===== config.mk =====
export PLATFORM = sky130hd
export DESIGN_NAME = sem_root
export DESIGN_NICKNAME = d
export VERILOG_FILES = /design/src/rtl/core/sobel_edge_magnitude_rgb_core_macros.svh /design/src/rtl/core/sem_root.sv
export SDC_FILE = /design/constraint.sdc
export NUM_CORES = 1
export LEC_CHECK = 0
export BUFFER_PORTS_ARGS = -buffer_cell sky130_fd_sc_hd__buf_2
export CORE_MARGIN = 10
export CORE_UTILIZATION = 40
export DETAILED_ROUTE_END_ITERATION = 8
export HOLD_SLACK_MARGIN = 0.12
export PLACE_DENSITY_LB_ADDON = 0.15
export SKIP_CTS_REPAIR_TIMING = 1
export SYNTH_ARGS = -nofsm -noshare
export SYNTH_HDL_FRONTEND = slang
export SYNTH_SLANG_ARGS = --single-unit
export TNS_END_PERCENT = 20

===== constraint.sdc =====
create_clock -name clk_i -period 22 [get_ports clk_i]
set_input_delay 1.1 -clock clk_i [delete_from_list [all_inputs] [get_ports clk_i]]
set_output_delay 1.1 -clock clk_i [all_outputs]
set_load 0.03 [all_outputs]

===== src/rtl/core/sobel_edge_magnitude_rgb_core_macros.svh =====
// ----------------------------------------------------------------------------
// Sobel core assertion macros
// Shared concurrent assertion helpers for the Sobel edge core.
// ----------------------------------------------------------------------------
`ifndef SOBEL_EDGE_MAGNITUDE_RGB_CORE_MACROS_SVH
`define SOBEL_EDGE_MAGNITUDE_RGB_CORE_MACROS_SVH

// Implication checked on every clock edge outside reset.
`define SEM_ASSERT_IMP(lbl, clk, rst_n, ante, cons, msg) \
  lbl: assert property (@(posedge clk) disable iff (!rst_n) (ante) |-> (cons)) \
    else $error(msg);

// Next-cycle implication checked outside reset.
`define SEM_ASSERT_NXT(lbl, clk, rst_n, ante, cons, msg) \
  lbl: assert property (@(posedge clk) disable iff (!rst_n) (ante) |=> (cons)) \
    else $error(msg);

`endif


===== src/rtl/core/sem_root.sv =====
// ----------------------------------------------------------------------------
// Sobel rounded root
// Bit-serial rounded square root of three channel energies, saturated.
// ----------------------------------------------------------------------------
module sem_root (
  input  logic        clk_i,
  input  logic        rst_ni,
  input  logic        start_i,
  input  logic [20:0] sq_r_i,
  input  logic [20:0] sq_g_i,
  input  logic [20:0] sq_b_i,
  output logic        busy_o,
  output logic [7:0]  r_o,
  output logic [7:0]  g_o,
  output logic [7:0]  b_o
);

  logic [3:0]  step_q, step_d;
  logic [20:0] s_q [3];
  logic [8:0]  f_q [3];
  logic [8:0]  f_d [3];

  // One result bit per cycle, MSB first, plus one rounding step
  always_comb begin
    logic [8:0]  bitv;
    logic [8:0]  t;
    logic [18:0] sq;
    logic [18:0] thr;
    step_d = step_q;
    bitv = 9'd0;
    if (start_i) step_d = 4'd9;
    else if (step_q != 4'd0) step_d = step_q - 4'd1;
    if (step_q > 4'd1) bitv = 9'd1 << (step_q - 4'd2);
    for (int k = 0; k < 3; k++) begin
      f_d[k] = f_q[k];
      t = f_q[k] | bitv;
      sq = 19'(t) * 19'(t);
      thr = 19'(f_q[k]) * 19'(f_q[k]) + 19'(f_q[k]);
      if (start_i) f_d[k] = 9'd0;
      else if (step_q > 4'd1) begin
        if (21'(sq) <= s_q[k]) f_d[k] = t;
      end else if (step_q == 4'd1) begin
        if (s_q[k] > 21'd65280) f_d[k] = 9'd255;
        else if (s_q[k] > 21'(thr)) f_d[k] = f_q[k] + 9'd1;
      end
    end
  end

  always_ff @(posedge clk_i or negedge rst_ni) begin
    if (!rst_ni) step_q <= '0;
    else step_q <= step_d;
  end

  always_ff @(posedge clk_i) begin
    if (start_i) begin
      s_q[0] <= sq_r_i;
      s_q[1] <= sq_g_i;
      s_q[2] <= sq_b_i;
    end
    for (int k = 0; k < 3; k++) f_q[k] <= f_d[k];
  end

  assign busy_o = (step_q != 4'd0);
  assign r_o = (f_q[0] > 9'd255) ? 8'd255 : f_q[0][7:0];
  assign g_o = (f_q[1] > 9'd255) ? 8'd255 : f_q[1][7:0];
  assign b_o = (f_q[2] > 9'd255) ? 8'd255 : f_q[2][7:0];

endmodule


==> impl_metrics.yaml <==
die:
  core-area_um2: 49200
  io_pins: 91
  rows: 81
  die_w_um: 243
  dieArea_um2: 59300
  initial_core_util_pct: 40.6
  die_h_um: 243
clock_network:
  insertion_delay_ns: 0.41
  cts_tree: "yes"
  clk_pin_slew_worst_paths_ns: 0.08
  cts_root_buffer: "clkbuf_16"
  clockBufferDepth: 2
  htree_num_levels: 3
  clock_sinks: 94
  cts_made_buffers: 9
sta:
  fmax_mhz: 111
  period_minus_slack_ns: 9.05
  setup_violations: 0
  skew_ns: 0.0172
  report.final.slew_viol_count: 0
  relSlewSlack_pct: 22.2
  hold_viol: 0
  period_share_pct: 41.1
  worstMarginPinSlew_ns: 1.16
  fin_setup_tns_ns: 0
  rsz0062_at_grt: "no"
setup_path:
  crit_arrival_ns: 9.30
  crit_cells: 29
  end_kind: "flop"
  r2r_slack_ns: 12.95
  rr_worst_depth: 29
  required_ns: 22.25
  r2r_end: "f_q[0][26]$_SDFFE_PP0P_"
  timing.rr.start: "step_q[0]$_DFFE_PN0P_"
  path_buf_inv: 4
  max_stage_delay_ns: 0.96
  cp_slowest_cell: "nor3b_1"
  worstSetupStartpointType: "flop"
  critPathMaxFanout: 16
  path_class: "flop to flop"
  critPathTopFamily: "adder cells"
layout:
  drive_gt1_share_pct: 7.88
  layout.nets: 2996
  final_cells: 3012
  areaGrowthSynthToFinish_pct: 7.32
drt:
  drc: 0
  vias_per_cell: 5.12
  vias: 15400
  drt-pass1-iter-count: 5
  wirelength_um: 50400
  drtIter0Drc: 769
  ant_nets: 0
  wl_per_cell_um: 16.7
global_routing:
  grt_pass1_vias: 16200
  grt_usage_pct: 17.4
  grt_max_degree: 56
  grt_pass1_wl_um: 84000
  overflow: 0
  antenna_found_initial: 1
synth:
  syn_area_um2: 20000
  syn_inst: 2280
  synth_fp_nets: 2934
  ys_types: 81
  syn_area_per_cell_um2: 8.76
  seq_area_frac_synth_pct: 12.7
  yosys_warnings: 0
  async_flop_share_pct: 4.26
  synth_edf_count: 63
  ys.flop_type: "edfxtp_1"
  ys_seq_elements: 94
placement:
  dp_hpwl_um: 42700
  dpl.cell_count: 2995
  io_buffers: 90
  gp_congestion: 0.863
job:
  cap_violations: 0
power:
  peakVddDrop_uv: 78.1
  power.static_leakage_nw: 11.5
  power_density_nw_per_um2: 123
min_path:
  hold_path.class: "primary input to asynchronous set/reset pin"
status:
  status: "finished clean"
flip-flops by register name, summed over array words and instances (netlist names):
| register | flops |
|---|---|
| f_q | 27 |
| step_q | 4 |
| s_q | 63 |
layout make-up:
class / instances / area (µm²)
multi-input combinational: 1655 / 15400
tap: 664 / 831
clock inverter: 7 / 80.1
clock buffer: 9 / 225
sequential: 94 / 2530
fill: 4889 / 27700
inverter: 485 / 1820
antenna: 1 / 2.50
timing repair buffer: 97 / 505
cells in the final DEF, fill, tap and decap left out, types with 6 or more instances in the layout:
master	synthesis	layout
clkbuf_16	0	9
a31oi_1	26	26
o21ai_0	45	45
xor2_1	44	44
o21a_1	12	12
nand3_1	24	24
nor4_1	14	14
buf_2	6	89
nor3_1	38	38
nor2_1	182	182
nor2b_1	23	23
and2_1	66	66
a41o_1	6	6
or2_2	42	42
or3_1	17	17
nand2_1	141	141
buf_4	0	8
a211oi_1	15	15
nand4_1	24	24
clkinv_1	7	7
o21bai_1	10	10
xnor2_1	69	69
fa_1	227	227
a221oi_1	7	7
a22oi_1	6	6
nor3b_1	6	6
nand2b_1	10	10
a21oi_1	75	75
and3_1	19	19
a21o_1	49	49
o211ai_1	12	12
edfxtp_1	63	63
inv_1	477	477
dfxtp_1	27	27
ha_1	361	361
synthesized netlist by cell type (19+ instances only):
library cell / n / share of area (%)
inv_1: 477 / 9.0
ha_1: 361 / 23
fa_1: 227 / 23
nor2_1: 182 / 3.4
nand2_1: 141 / 2.6
a21oi_1: 75 / 1.9
xnor2_1: 69 / 3.0
and2_1: 66 / 2.1
edfxtp_1: 63 / 9.5
a21o_1: 49 / 1.8
o21ai_0: 45 / 1.1
xor2_1: 44 / 1.9
or2_2: 42 / 1.3
clkbuf_1: 38 / 0.71
nor3_1: 38 / 0.95
dfxtp_1: 27 / 2.7
a31oi_1: 26 / 0.81
nand3_1: 24 / 0.60
nand4_1: 24 / 0.75
nor2b_1: 23 / 0.72
and3_1: 19 / 0.60
power by group:
part	internal (mW)	switching, mW	total (mW)	leakage (nW)
Clock	0.0900	0.0859	0.176	0.149
Combinational	0.885	1.28	2.17	10.4
Sequential	0.220	0.0771	0.297	0.886
Total	1.20	1.44	2.64	11.5
metal layers:
metal | GRT usage (%) | wire (µm) | share of wire, %
met3 | 2.43 | 1940 | 3.8
met4 | 3.47 | 572 | 1.1
met5 | 0 | 0 | 0
met2 | 30.0 | 24400 | 48
met1 | 22.9 | 23500 | 47
worst max path at each step:
stage / start / to / slack [ns]
after global routing: step_q[0]$_DFFE_PN0P_ / f_q[0][19]$_SDFFE_PP0P_ / 12.31
after detailed placement: step_q[0]$_DFFE_PN0P_ / f_q[0][19]$_SDFFE_PP0P_ / 13.06
after floorplan: step_q[2]$_DFFE_PN0P_ / f_q[0][18]$_SDFFE_PP0P_ / 14.69
final: step_q[0]$_DFFE_PN0P_ / f_q[0][26]$_SDFFE_PP0P_ / 12.95
after CTS: step_q[0]$_DFFE_PN0P_ / f_q[0][26]$_SDFFE_PP0P_ / 13.02
after global placement: step_q[0]$_DFFE_PN0P_ / f_q[0][26]$_SDFFE_PP0P_ / 13.15
metrics by stage:
step                      instance area [µm²]  utilization (%)  total power, mW  hold WS (ns)  setup WS, ns
after CTS                               21400             43.6             2.68         0.485         13.02
after global routing                    21400             43.6             3.01         0.495         12.31
after detailed placement                21100             43.0             2.48         0.547         13.06
final                                   21400             43.6             2.64         0.502         12.95
after global placement                  21100             43.0             2.43         0.534         13.15
after floorplan                         20000                -             1.94         0.530         14.69
cell families after synthesis:
family,after synthesis,synth area share (%)
adders and majority gates,588,45.4
AOI/OAI and AO/OA,321,11.1
xor gates and xnor gates,113,4.95
buffers and inverters,531,10.1
muxes,4,0.225
DFF,94,12.7
and+or+nand+nor,629,15.6
(Power assumes the default switching activity.)
